[src/hw/rtl/rsc_pkg.sv]
// Shared types, codes and pixel conversion for the RGBI scanline pixel composer.
package rsc_pkg;

  // Result source codes
  localparam logic [1:0] KIND_BLACK   = 2'd0;
  localparam logic [1:0] KIND_SCREEN  = 2'd1;
  localparam logic [1:0] KIND_OVERLAY = 2'd2;

  // RGBI level for a lit channel, with and without intensity
  localparam logic [7:0] LEVEL_BRIGHT = 8'd255;
  localparam logic [7:0] LEVEL_NORMAL = 8'd170;

  // RGB332 field masks
  localparam logic [7:0] MASK_R = 8'he0;
  localparam logic [7:0] MASK_G = 8'h1c;
  localparam logic [7:0] MASK_B = 8'h03;

  // Entries of the classify-to-render queue
  localparam int QUEUE_DEPTH = 2;

  typedef enum logic [2:0] {
    REG_MARGIN_WORDS       = 3'd0,
    REG_VISIBLE_WORDS      = 3'd1,
    REG_OVERLAY_ON         = 3'd2,
    REG_OVERLAY_FULL_WIDTH = 3'd3,
    REG_OVERLAY_COL_START  = 3'd4,
    REG_OVERLAY_COL_END    = 3'd5,
    REG_OVERLAY_ROW_START  = 3'd6,
    REG_OVERLAY_ROW_END    = 3'd7
  } cfg_idx_t;

  typedef struct packed {
    logic [10:0] word_pos;
    logic [8:0]  source_row;
    logic [7:0]  screen_byte;
    logic [7:0]  overlay_byte;
  } rsc_in_t;

  typedef struct packed {
    logic [31:0] pixel_word;
    logic [1:0]  source_kind;
    logic [16:0] screen_addr;
    logic [15:0] overlay_addr;
  } rsc_out_t;

  typedef struct packed {
    logic [7:0] margin_words;
    logic [9:0] visible_words;
    logic       overlay_on;
    logic       overlay_full_width;
    logic [9:0] overlay_col_start;
    logic [9:0] overlay_col_end;
    logic [8:0] overlay_row_start;
    logic [8:0] overlay_row_end;
  } rsc_cfg_t;

  // Classified position, handed from front to back
  typedef struct packed {
    logic       visible;
    logic [1:0] kind;
    logic [9:0] col;
    logic [8:0] row;
    logic [9:0] col_off;
    logic [8:0] row_off;
    logic [7:0] data;
  } rsc_item_t;

  function automatic logic [7:0] nibble_to_rgb332(input logic [3:0] nib);
    logic [7:0] lv;
    logic [7:0] r;
    logic [7:0] g;
    logic [7:0] b;
    lv = nib[3] ? LEVEL_BRIGHT : LEVEL_NORMAL;
    r  = nib[2] ? lv : 8'd0;
    g  = nib[1] ? lv : 8'd0;
    b  = nib[0] ? lv : 8'd0;
    return (r & MASK_R) | ((g >> 3) & MASK_G) | ((b >> 6) & MASK_B);
  endfunction

  function automatic logic [31:0] byte_to_word(input logic [7:0] data);
    logic [7:0] lo;
    logic [7:0] hi;
    lo = nibble_to_rgb332(data[3:0]);
    hi = nibble_to_rgb332(data[7:4]);
    return {hi, hi, lo, lo};
  endfunction

endpackage

[src/hw/rtl/rsc_front.sv]
// Front end: accepts positions, classifies margin, screen, overlay or blanked.
module rsc_front (
  input  logic             in_push,
  output logic             in_full,
  input  rsc_pkg::rsc_in_t in_item,
  input  rsc_pkg::rsc_cfg_t cfg,
  output logic             q_push,
  output rsc_pkg::rsc_item_t q_item,
  input  logic             q_full
);
  import rsc_pkg::*;

  logic [10:0] vis_end;
  logic [10:0] x_full;
  logic        in_vis;
  logic        orow;
  logic        ocol;

  assign in_full = q_full;
  assign q_push  = in_push && !q_full;

  always_comb begin
    vis_end = 11'(cfg.margin_words) + 11'(cfg.visible_words);
    x_full  = in_item.word_pos - 11'(cfg.margin_words);
    in_vis  = (in_item.word_pos >= 11'(cfg.margin_words)) && (in_item.word_pos < vis_end);
    orow    = cfg.overlay_on &&
              (in_item.source_row >= cfg.overlay_row_start) &&
              (in_item.source_row < cfg.overlay_row_end);
    ocol    = (x_full[9:0] >= cfg.overlay_col_start) && (x_full[9:0] < cfg.overlay_col_end);

    q_item.visible = in_vis;
    q_item.col     = x_full[9:0];
    q_item.row     = in_item.source_row;
    q_item.col_off = x_full[9:0] - cfg.overlay_col_start;
    q_item.row_off = in_item.source_row - cfg.overlay_row_start;
    q_item.data    = in_item.screen_byte;
    if (!in_vis) begin
      q_item.kind = KIND_BLACK;
    end else if (orow && ocol) begin
      q_item.kind = KIND_OVERLAY;
      q_item.data = in_item.overlay_byte;
    end else if (orow && cfg.overlay_full_width) begin
      q_item.kind = KIND_BLACK;
    end else begin
      q_item.kind = KIND_SCREEN;
    end
  end

endmodule

[src/hw/rtl/rsc_queue.sv]
// Short queue of classified positions between front and back.
module rsc_queue (
  input  logic               clk,
  input  logic               rst_n,
  input  logic               push,
  input  rsc_pkg::rsc_item_t push_item,
  output logic               full,
  input  logic               pop,
  output rsc_pkg::rsc_item_t pop_item,
  output logic               valid
);
  import rsc_pkg::*;

  localparam int PTR_W = (QUEUE_DEPTH > 1) ? $clog2(QUEUE_DEPTH) : 1;
  localparam int CNT_W = $clog2(QUEUE_DEPTH + 1);

  rsc_item_t          mem_r [QUEUE_DEPTH];
  logic [PTR_W-1:0]   wr_ptr_r, wr_ptr_nxt;
  logic [PTR_W-1:0]   rd_ptr_r, rd_ptr_nxt;
  logic [CNT_W-1:0]   count_r, count_nxt;
  logic               do_push;
  logic               do_pop;

  assign full     = (count_r == CNT_W'(QUEUE_DEPTH));
  assign valid    = (count_r != '0);
  assign pop_item = mem_r[rd_ptr_r];
  assign do_push  = push && !full;
  assign do_pop   = pop && valid;

  always_comb begin
    wr_ptr_nxt = wr_ptr_r;
    rd_ptr_nxt = rd_ptr_r;
    count_nxt  = count_r;
    if (do_push) begin
      wr_ptr_nxt = (wr_ptr_r == PTR_W'(QUEUE_DEPTH - 1)) ? '0 : wr_ptr_r + 1'b1;
    end
    if (do_pop) begin
      rd_ptr_nxt = (rd_ptr_r == PTR_W'(QUEUE_DEPTH - 1)) ? '0 : rd_ptr_r + 1'b1;
    end
    if (do_push && !do_pop) begin
      count_nxt = count_r + 1'b1;
    end else if (do_pop && !do_push) begin
      count_nxt = count_r - 1'b1;
    end
  end

  always_ff @(posedge clk) begin
    if (!rst_n) begin
      wr_ptr_r <= '0;
      rd_ptr_r <= '0;
      count_r  <= '0;
    end else begin
      wr_ptr_r <= wr_ptr_nxt;
      rd_ptr_r <= rd_ptr_nxt;
      count_r  <= count_nxt;
    end
  end

  always_ff @(posedge clk) begin
    if (do_push) begin
      mem_r[wr_ptr_r] <= push_item;
    end
  end

endmodule

[src/hw/rtl/rsc_back.sv]
// Back end: renders pixels and addresses into the output register.
module rsc_back #(
  parameter int SCREEN_ROW_BYTES  = 256,
  parameter int OVERLAY_ROW_BYTES = 128
) (
  input  logic               clk,
  input  logic               rst_n,
  input  logic               q_valid,
  input  rsc_pkg::rsc_item_t q_item,
  output logic               q_pop,
  output logic               out_empty,
  input  logic               out_pop,
  output rsc_pkg::rsc_out_t  out_item
);
  import rsc_pkg::*;

  localparam logic [16:0] SROW_C = 17'(SCREEN_ROW_BYTES);
  localparam logic [15:0] OROW_C = 16'(OVERLAY_ROW_BYTES);

  logic      out_valid_r, out_valid_nxt;
  rsc_out_t  out_r;
  rsc_out_t  res;

  assign q_pop     = q_valid && (!out_valid_r || out_pop);
  assign out_empty = !out_valid_r;
  assign out_item  = out_r;

  always_comb begin
    res.pixel_word   = (q_item.kind == KIND_BLACK) ? 32'd0 : byte_to_word(q_item.data);
    res.source_kind  = q_item.kind;
    res.screen_addr  = q_item.visible ? (17'(q_item.row) * SROW_C + 17'(q_item.col)) : 17'd0;
    res.overlay_addr = (q_item.kind == KIND_OVERLAY) ?
                       (16'(q_item.row_off) * OROW_C + 16'(q_item.col_off)) : 16'd0;
  end

  always_comb begin
    out_valid_nxt = out_valid_r;
    if (q_pop) begin
      out_valid_nxt = 1'b1;
    end else if (out_pop) begin
      out_valid_nxt = 1'b0;
    end
  end

  always_ff @(posedge clk) begin
    if (!rst_n) begin
      out_valid_r <= 1'b0;
    end else begin
      out_valid_r <= out_valid_nxt;
    end
  end

  always_ff @(posedge clk) begin
    if (q_pop) begin
      out_r <= res;
    end
  end

endmodule

[src/hw/rtl/rgbi_scanline_pixel_composer.sv]
// Top level of the RGBI scanline pixel composer: config registers, front, queue, back.
//
// Usage:
//   Input side looks like a queue: drive in_item and raise in_push; a
//   transaction completes on a clock edge with in_push high and in_full low.
//   Each transaction names one word position of a scanline (margin, visible,
//   margin) with its source row and the screen and overlay bytes.
//   Result side looks like a queue too: while out_empty is low the oldest
//   result sits on out_item; it is taken on an edge with out_pop high.
//   Exactly one result per input transaction, in order.
// Throughput: one transaction per cycle on both sides while out_pop stays
//   high, set by the combinational classify stage and the render stage.
// Path: an accepted item is written into the queue and then into the output
//   register, where it sits on out_item with out_empty low, if nothing waits ahead.
// Stall: while out_pop is low the output register holds; the two-entry queue
//   between classify and render keeps absorbing items, and in_full rises
//   once it fills.
// Reset (rst_n low, synchronous): queue and output emptied, all config
//   registers cleared. Config writes (cfg_valid, always ready) are to be
//   issued only while the block is drained.
module rgbi_scanline_pixel_composer #(
  parameter int SCREEN_ROW_BYTES  = 256,
  parameter int OVERLAY_ROW_BYTES = 128
) (
  input  logic              clk,
  input  logic              rst_n,
  input  logic              in_push,
  output logic              in_full,
  input  rsc_pkg::rsc_in_t  in_item,
  output logic              out_empty,
  input  logic              out_pop,
  output rsc_pkg::rsc_out_t out_item,
  input  logic              cfg_valid,
  output logic              cfg_ready,
  input  rsc_pkg::cfg_idx_t cfg_index,
  input  logic [15:0]       cfg_data
);
  import rsc_pkg::*;

  rsc_cfg_t  cfg_r, cfg_nxt;
  logic      q_push;
  logic      q_full;
  logic      q_valid;
  logic      q_pop;
  rsc_item_t q_in_item;
  rsc_item_t q_out_item;

  // Config registers: always ready, one register per transaction.
  assign cfg_ready = 1'b1;

  always_comb begin
    cfg_nxt = cfg_r;
    if (cfg_valid) begin
      unique case (cfg_index)
        REG_MARGIN_WORDS:       cfg_nxt.margin_words       = cfg_data[7:0];
        REG_VISIBLE_WORDS:      cfg_nxt.visible_words      = cfg_data[9:0];
        REG_OVERLAY_ON:         cfg_nxt.overlay_on         = cfg_data[0];
        REG_OVERLAY_FULL_WIDTH: cfg_nxt.overlay_full_width = cfg_data[0];
        REG_OVERLAY_COL_START:  cfg_nxt.overlay_col_start  = cfg_data[9:0];
        REG_OVERLAY_COL_END:    cfg_nxt.overlay_col_end    = cfg_data[9:0];
        REG_OVERLAY_ROW_START:  cfg_nxt.overlay_row_start  = cfg_data[8:0];
        REG_OVERLAY_ROW_END:    cfg_nxt.overlay_row_end    = cfg_data[8:0];
      endcase
    end
  end

  always_ff @(posedge clk) begin
    if (!rst_n) begin
      cfg_r <= '0;
    end else begin
      cfg_r <= cfg_nxt;
    end
  end

  // Classify at the input, straight into the queue.
  rsc_front u_front (
    .in_push (in_push),
    .in_full (in_full),
    .in_item (in_item),
    .cfg     (cfg_r),
    .q_push  (q_push),
    .q_item  (q_in_item),
    .q_full  (q_full)
  );

  rsc_queue u_queue (
    .clk       (clk),
    .rst_n     (rst_n),
    .push      (q_push),
    .push_item (q_in_item),
    .full      (q_full),
    .pop       (q_pop),
    .pop_item  (q_out_item),
    .valid     (q_valid)
  );

  // Render pixels and addresses into the output register.
  rsc_back #(
    .SCREEN_ROW_BYTES  (SCREEN_ROW_BYTES),
    .OVERLAY_ROW_BYTES (OVERLAY_ROW_BYTES)
  ) u_back (
    .clk       (clk),
    .rst_n     (rst_n),
    .q_valid   (q_valid),
    .q_item    (q_out_item),
    .q_pop     (q_pop),
    .out_empty (out_empty),
    .out_pop   (out_pop),
    .out_item  (out_item)
  );

endmodule

[config.mk]
export PLATFORM = sky130hd
export DESIGN_NAME = rgbi_scanline_pixel_composer
export DESIGN_NICKNAME = d
export VERILOG_FILES = /design/src/hw/rtl/rsc_pkg.sv /design/src/hw/rtl/rsc_front.sv /design/src/hw/rtl/rsc_queue.sv /design/src/hw/rtl/rsc_back.sv /design/src/hw/rtl/rgbi_scanline_pixel_composer.sv
export SDC_FILE = /design/constraint.sdc
export NUM_CORES = 1
export LEC_CHECK = 0
export ABC_AREA = 1
export BUFFER_PORTS_ARGS = -buffer_cell sky130_fd_sc_hd__buf_2
export CAP_MARGIN = 20
export CELL_PAD_IN_SITES_DETAIL_PLACEMENT = 0
export CELL_PAD_IN_SITES_GLOBAL_PLACEMENT = 1
export CORE_ASPECT_RATIO = 0.9
export CORE_MARGIN = 8
export CORE_UTILIZATION = 30
export DETAILED_ROUTE_END_ITERATION = 8
export GPL_ROUTABILITY_DRIVEN = 1
export PLACE_DENSITY = 0.69
export SLEW_MARGIN = 0
export SYNTH_ARGS = -nofsm -noshare
export SYNTH_HDL_FRONTEND = slang
export SYNTH_SLANG_ARGS = --single-unit
[constraint.sdc]
create_clock -name clk -period 11.3 [get_ports clk]
set_input_delay 1.13 -clock clk [delete_from_list [all_inputs] [get_ports clk]]
set_output_delay 1.13 -clock clk [all_outputs]
set_load 0.005 [all_outputs]
[Word-level counts from Yosys, hierarchy flattened]
Memories as Yosys holds them, arrays and structs flattened. A register that Yosys moved wholly into a read port is not among the register bits.
Index checks and enable logic that the tools add are counted.
W data, S select, Z words.
Storage, ports and cells
  bits in registers: 130
  memory bits (writable): 98
  output and inout bits: 70
  word-level logic and storage cells: 99
  memories kept: 1
Memory list
  u_queue.mem_r: words 2, bits a word 49, rd ports 1, clocked after memory_dff 1, wr ports 1, RTL line rsc_queue.sv:17  | rsc_item_t mem_r [QUEUE_DEPTH];
Cells by class
  add/subtract/negate cells: 10
  order comparisons: 6
  eq/ne operators: 9
  multiplexer cells: 23
  bitwise operators: 4
  reductions and logical operators: 30
Operator list (number)
  $mux W8: 8
  $add A17 B10 Y17: 1
  $add A16 B10 Y16: 1
  $or A8 B2 Y8: 2
  $or A8 B5 Y8: 2
  $reduce_and A2 Y1: 8
  $mux W7: 2
  $eq A3 B3 Y1 const B: 4
  $logic_and A1 B1 Y1: 12
  $add A8 B10 Y11: 1
  $ge A11 B8 Y1: 1
  $lt A11 B11 Y1: 1
  $ge A10 B10 Y1: 1
  $lt A10 B10 Y1: 1
  $sub A10 B10 Y10: 1
  $sub A10 B8 Y10: 1
  $ge A9 B9 Y1: 1
  $lt A9 B9 Y1: 1
  $mux W1: 9
  $sub A9 B9 Y9: 1
  $mux W2: 4
  $eq A3 B2 Y1 const B: 2
  $reduce_bool A2 Y1: 3
  $eq A2 B2 Y1 const B: 2
  other kinds (8): 12

[Depth between registers and ports, before layout]
  depth after elaboration: 8
  depth in mapped cells: 21

[Modules after synthesis]
A second synthesis with hierarchy kept.
Second synthesis, totals
  cell total of the unflattened synthesis: 1189
  area, all modules: 11195.7 um^2
Modules (own cells, without submodules)
  rsc_queue: times used 1, cells an instance 189, area an instance 3822.4 um^2, seq. area each 3042.9 um^2
  rsc_front: times used 1, cells an instance 425, area an instance 2627.5 um^2, seq. area each 0.0 um^2
  rsc_back: times used 1, cells an instance 235, area an instance 2388.5 um^2, seq. area each 1431.4 um^2
  rgbi_scanline_pixel_composer: times used 1, cells an instance 340, area an instance 2357.3 um^2, seq. area each 1161.1 um^2

[Least setup slack after synthesis]
OpenSTA, ideal clock, no wires.
  path type: input to register
  start point: input port out_pop
  end point: register u_queue.count_r[1]
  setup time: 0.122 ns
  arrival time: 4.573 ns
  required time: 11.178 ns
  slack: 6.605 ns
  stages on the path: 8
  path through: nor2_1 a21oi_1 inv_1 ha_1 a21oi_1 o21ai_0 o21ai_0 a21oi_1
Between the ends
  word-level cells in the longest chain between the ends: 6
  elaborated cells between the ends (all ways): 8
  those cells by class: 1 x mux; 7 x reduce/logical
Ends and longest elaborated chain
  from (decl): RTL line rgbi_scanline_pixel_composer.sv:31  | input logic out_pop,
  $logic_or A1 B1 Y1 *: RTL line rsc_back.sv:24  | assign q_pop = q_valid && (!out_valid_r || out_pop);
  $logic_and A1 B1 Y1 *: RTL line rsc_back.sv:24
  named net q_pop: RTL line rgbi_scanline_pixel_composer.sv:44  | logic q_pop;
  $logic_and A1 B1 Y1 *: RTL line rsc_queue.sv:28  | assign do_pop = pop && valid;
  $logic_not A1 Y1: RTL line rsc_queue.sv:40  | if (do_push && !do_pop) begin
  $logic_and A1 B1 Y1: RTL line rsc_queue.sv:40
  $mux W2 / $reduce_bool A2 Y1 (equally long branches)
  to (signal assigned): RTL line rsc_queue.sv:55  | count_r <= count_nxt;
  to (decl): RTL line rsc_queue.sv:20  | logic [CNT_W-1:0] count_r, count_nxt;
Mark *: on every way through the listed nets, which the timed path passes. The rest lies on a longest branch.
A chain may end at the register's enable or synchronous reset.

==> metrics <==
status completed; CP most frequent cell nand2_1; I/O pin count 130; post-synthesis sequential area ratio 54.0%; commonest non-fill, non-tap cell in the layout nand2_1; Max transition margin 37.0%; CTS tree done; first-pass GRT wire length 38,100 um; Synth Area in XOR/XNOR 2.77%; Ys Warns 0; simple-gate share of the synthesized area 15.1%; Post CTS Setup Buffer Count 0; Resized Gates After CTS 0; number of fill cells 3,549; DRC errors left 0; row cnt 65; Worst Path Buf+Inv 1; GRT Util Overall 11.8%; Sequential Area 5640 um^2; P&R area growth vs syn 17.4%; mux cell area share after synthesis 0.959%; Die Wd 213 um; DRT antenna net count 0; worst setup path class in2reg; hold crit path type reg2reg; synthesized-area fraction occupied by adder cells 9.30%; Sinks on Clock Net 209; antenna fix cells 0; crit-path leading delay family simple AND/OR/NAND/NOR gates; Synth Area per Inst 9.59 um^2; Initial DRT Pass Iterations 5; Final Hold Fails 0; combinational family with the most area after synthesis simple AND/OR/NAND/NOR gates; min setup slack post-route 7330 ps; Die Ht 193 um; antenna violations before repair 4; Largest stage delay, worst path 450 ps; worst skew pair latency 540 ps; clock skew 24.3 ps; CTS hold repair buffers 0; Final Util 35.4%; pins over their slew limit 0; Longest Clk Path Bufs 3; VDD IR max 0.000134 V; Starting Density 30.1%; P_leak 0.00508 uW; Critical Path RT 11,580 ps; most frequent cells in the layout nand2_1, edfxtp_1, inv_1; Placer Congestion 0.785; largest net degree at the start of global routing 61; Routed Wire Length 24,500 um; Slew @ Worst Pin 944 ps; setup repair after global routing missed its margin false; Max Cap Violations 0; crit path launch type input port; setup TNS 0 ps; Seq cells post-synth 209; port buffer count 122; Root Buffer clkbuf_16; Yosys cell types 42; vias in the first global route 7,208; data arrival time of the worst path 4250 ps; Layout Nets 1,329; Die ar. 41,000 um^2; worst path cell trace buf_2 -> ha_1 -> a21oi_1 -> nand2_1 -> nand2_1 -> nand3_2 -> a21oi_1 -> xor2_1 -> ha_1 -> a21oi_1 -> o21a_1 -> nand2_1 -> nor2_1 -> nand2_2 -> nor2_8 -> nand2_4 -> nand2_1 -> nand2_1; Final setup viols 0; layout cells sized above 1 16.1%; wire per inst 14.6 um; Multi-input gate area 4050 um^2; endpoint class of the critical path flip-flop; Power Total 2700 uW; grt total ovfl 0; slowest CP cell xor2_1; Synthesized Nets 1,223; initial DRC count 376; Synth Cell Area 10,400 um^2; Gate Count Post-Synth 1,089; H-tree depth 1; f_max 252 MHz; CTS Buf Count 25; core area 34,600 um^2; fin crit share 35.1%; asr flop ratio synth 0%; compound-cell area share of the yosys netlist 10.3%; DR vias/cell 4.42; pre-CTS setup slack 6760 ps; worst-path fanout max 10; post-DP HPWL 17,700 um; CTS clk-pin slew, worst paths 60 ps; DR vias 7,420; Pwr Density 220 nW/um^2; Post-synth EDFFs 145; Post-synth top flop edfxtp_1; minimum clock period after layout 3970 ps
-- flip-flops by register name, summed over array words and instances (netlist names), named ones only --
register / flops
u_queue.count_r: 2
cfg_r: 58
u_back.out_valid_r: 1
u_queue.rd_ptr_r: 1
u_back.out_item: 47
u_queue.mem_r: 98
u_queue.wr_ptr_r: 1
-- worst reg2reg max path, delay by kind of cell, from the launching register on --
family,cells,cell delay [ps]
flip-flops,1,370
AO/OA/AOI/OAI,6,1460
XOR/XNOR,1,230
buffers and inverters,1,50
adder cells (fa/ha/maj),3,830
AND/OR/NAND/NOR,5,600
-- final cells by class --
type	instances	share of cell area, %
sequential	209	46.0
multi-input combinational	700	33.0
clock buffer	29	5.31
timing repair buffer	126	5.23
tap	469	4.79
inverter	133	4.07
clock inverter	14	1.60
-- report_power, final --
part / switching, uW / total [uW] / internal (uW)
Clock: 319 / 825 / 506
Combinational: 503 / 774 / 271
Sequential: 45.7 / 1100 / 1050
Total: 867 / 2700 / 1830
-- path summary, 6_finish.rpt --
kind                         start                   to  depth (start not counted)  slack, ps
hold reg to reg   u_queue.rd_ptr_r            flip-flop                          1        430
hold / removal    u_queue.rd_ptr_r            flip-flop                          1        430
setup reg to reg         cfg_r[50]  u_queue.mem_r[1][5]                         16       7500
setup / recovery       in_item[27]  u_queue.mem_r[1][5]                         18       7330
-- through the flow --
| stage | area, um^2 | hold WS (ps) | instances |
|---|---|---|---|
| after CTS | 12300 | 435 | 1680 |
| after global routing | 12300 | 468 | 1680 |
| final | 12300 | 434 | 1680 |
| after global placement | 11400 | 429 | 1637 |
| after floorplan | 10400 | 426 | 1089 |
| after detailed placement | 11400 | 441 | 1637 |
-- cells in the mapped netlist, types with 4 or more instances --
| cell type | n | area [um^2] |
|---|---|---|
| a31oi_1 | 4 | 25.0 |
| mux2i_1 | 10 | 100 |
| fa_1 | 6 | 120 |
| nor2_1 | 99 | 372 |
| nand3_1 | 24 | 120 |
| a21o_1 | 4 | 30.0 |
| nand4_1 | 8 | 50.1 |
| o21ai_0 | 86 | 430 |
| buf_2 | 6 | 30.0 |
| a21oi_1 | 99 | 495 |
| nor3_1 | 14 | 70.1 |
| edfxtp_1 | 145 | 4350 |
| inv_1 | 130 | 488 |
| buf_4 | 23 | 173 |
| nand2_1 | 209 | 785 |
| or2_2 | 11 | 68.8 |
| xor2_1 | 20 | 175 |
| xnor2_1 | 13 | 114 |
| clkbuf_1 | 14 | 52.6 |
| dfxtp_1 | 64 | 1280 |
| ha_1 | 68 | 851 |
-- layer usage --
metal,up-vias,wire length (um),GRT usage (%)
li1,3837,-,-
met1,3366,12000,16.1
met2,164,10400,18.6
met3,45,1540,2.68
met4,8,550,3.13
met5,-,46,0
-- cell families (layout without fill, tap and decap cells) --
logic type,after synthesis,after routing
compound gates,205,205
xor+xnor,33,33
fa+ha+maj,74,74
buf+inv,180,302
flops,209,209
mux,10,10
other cells,1,1
simple gates,377,377
(Power assumes the default switching activity.)
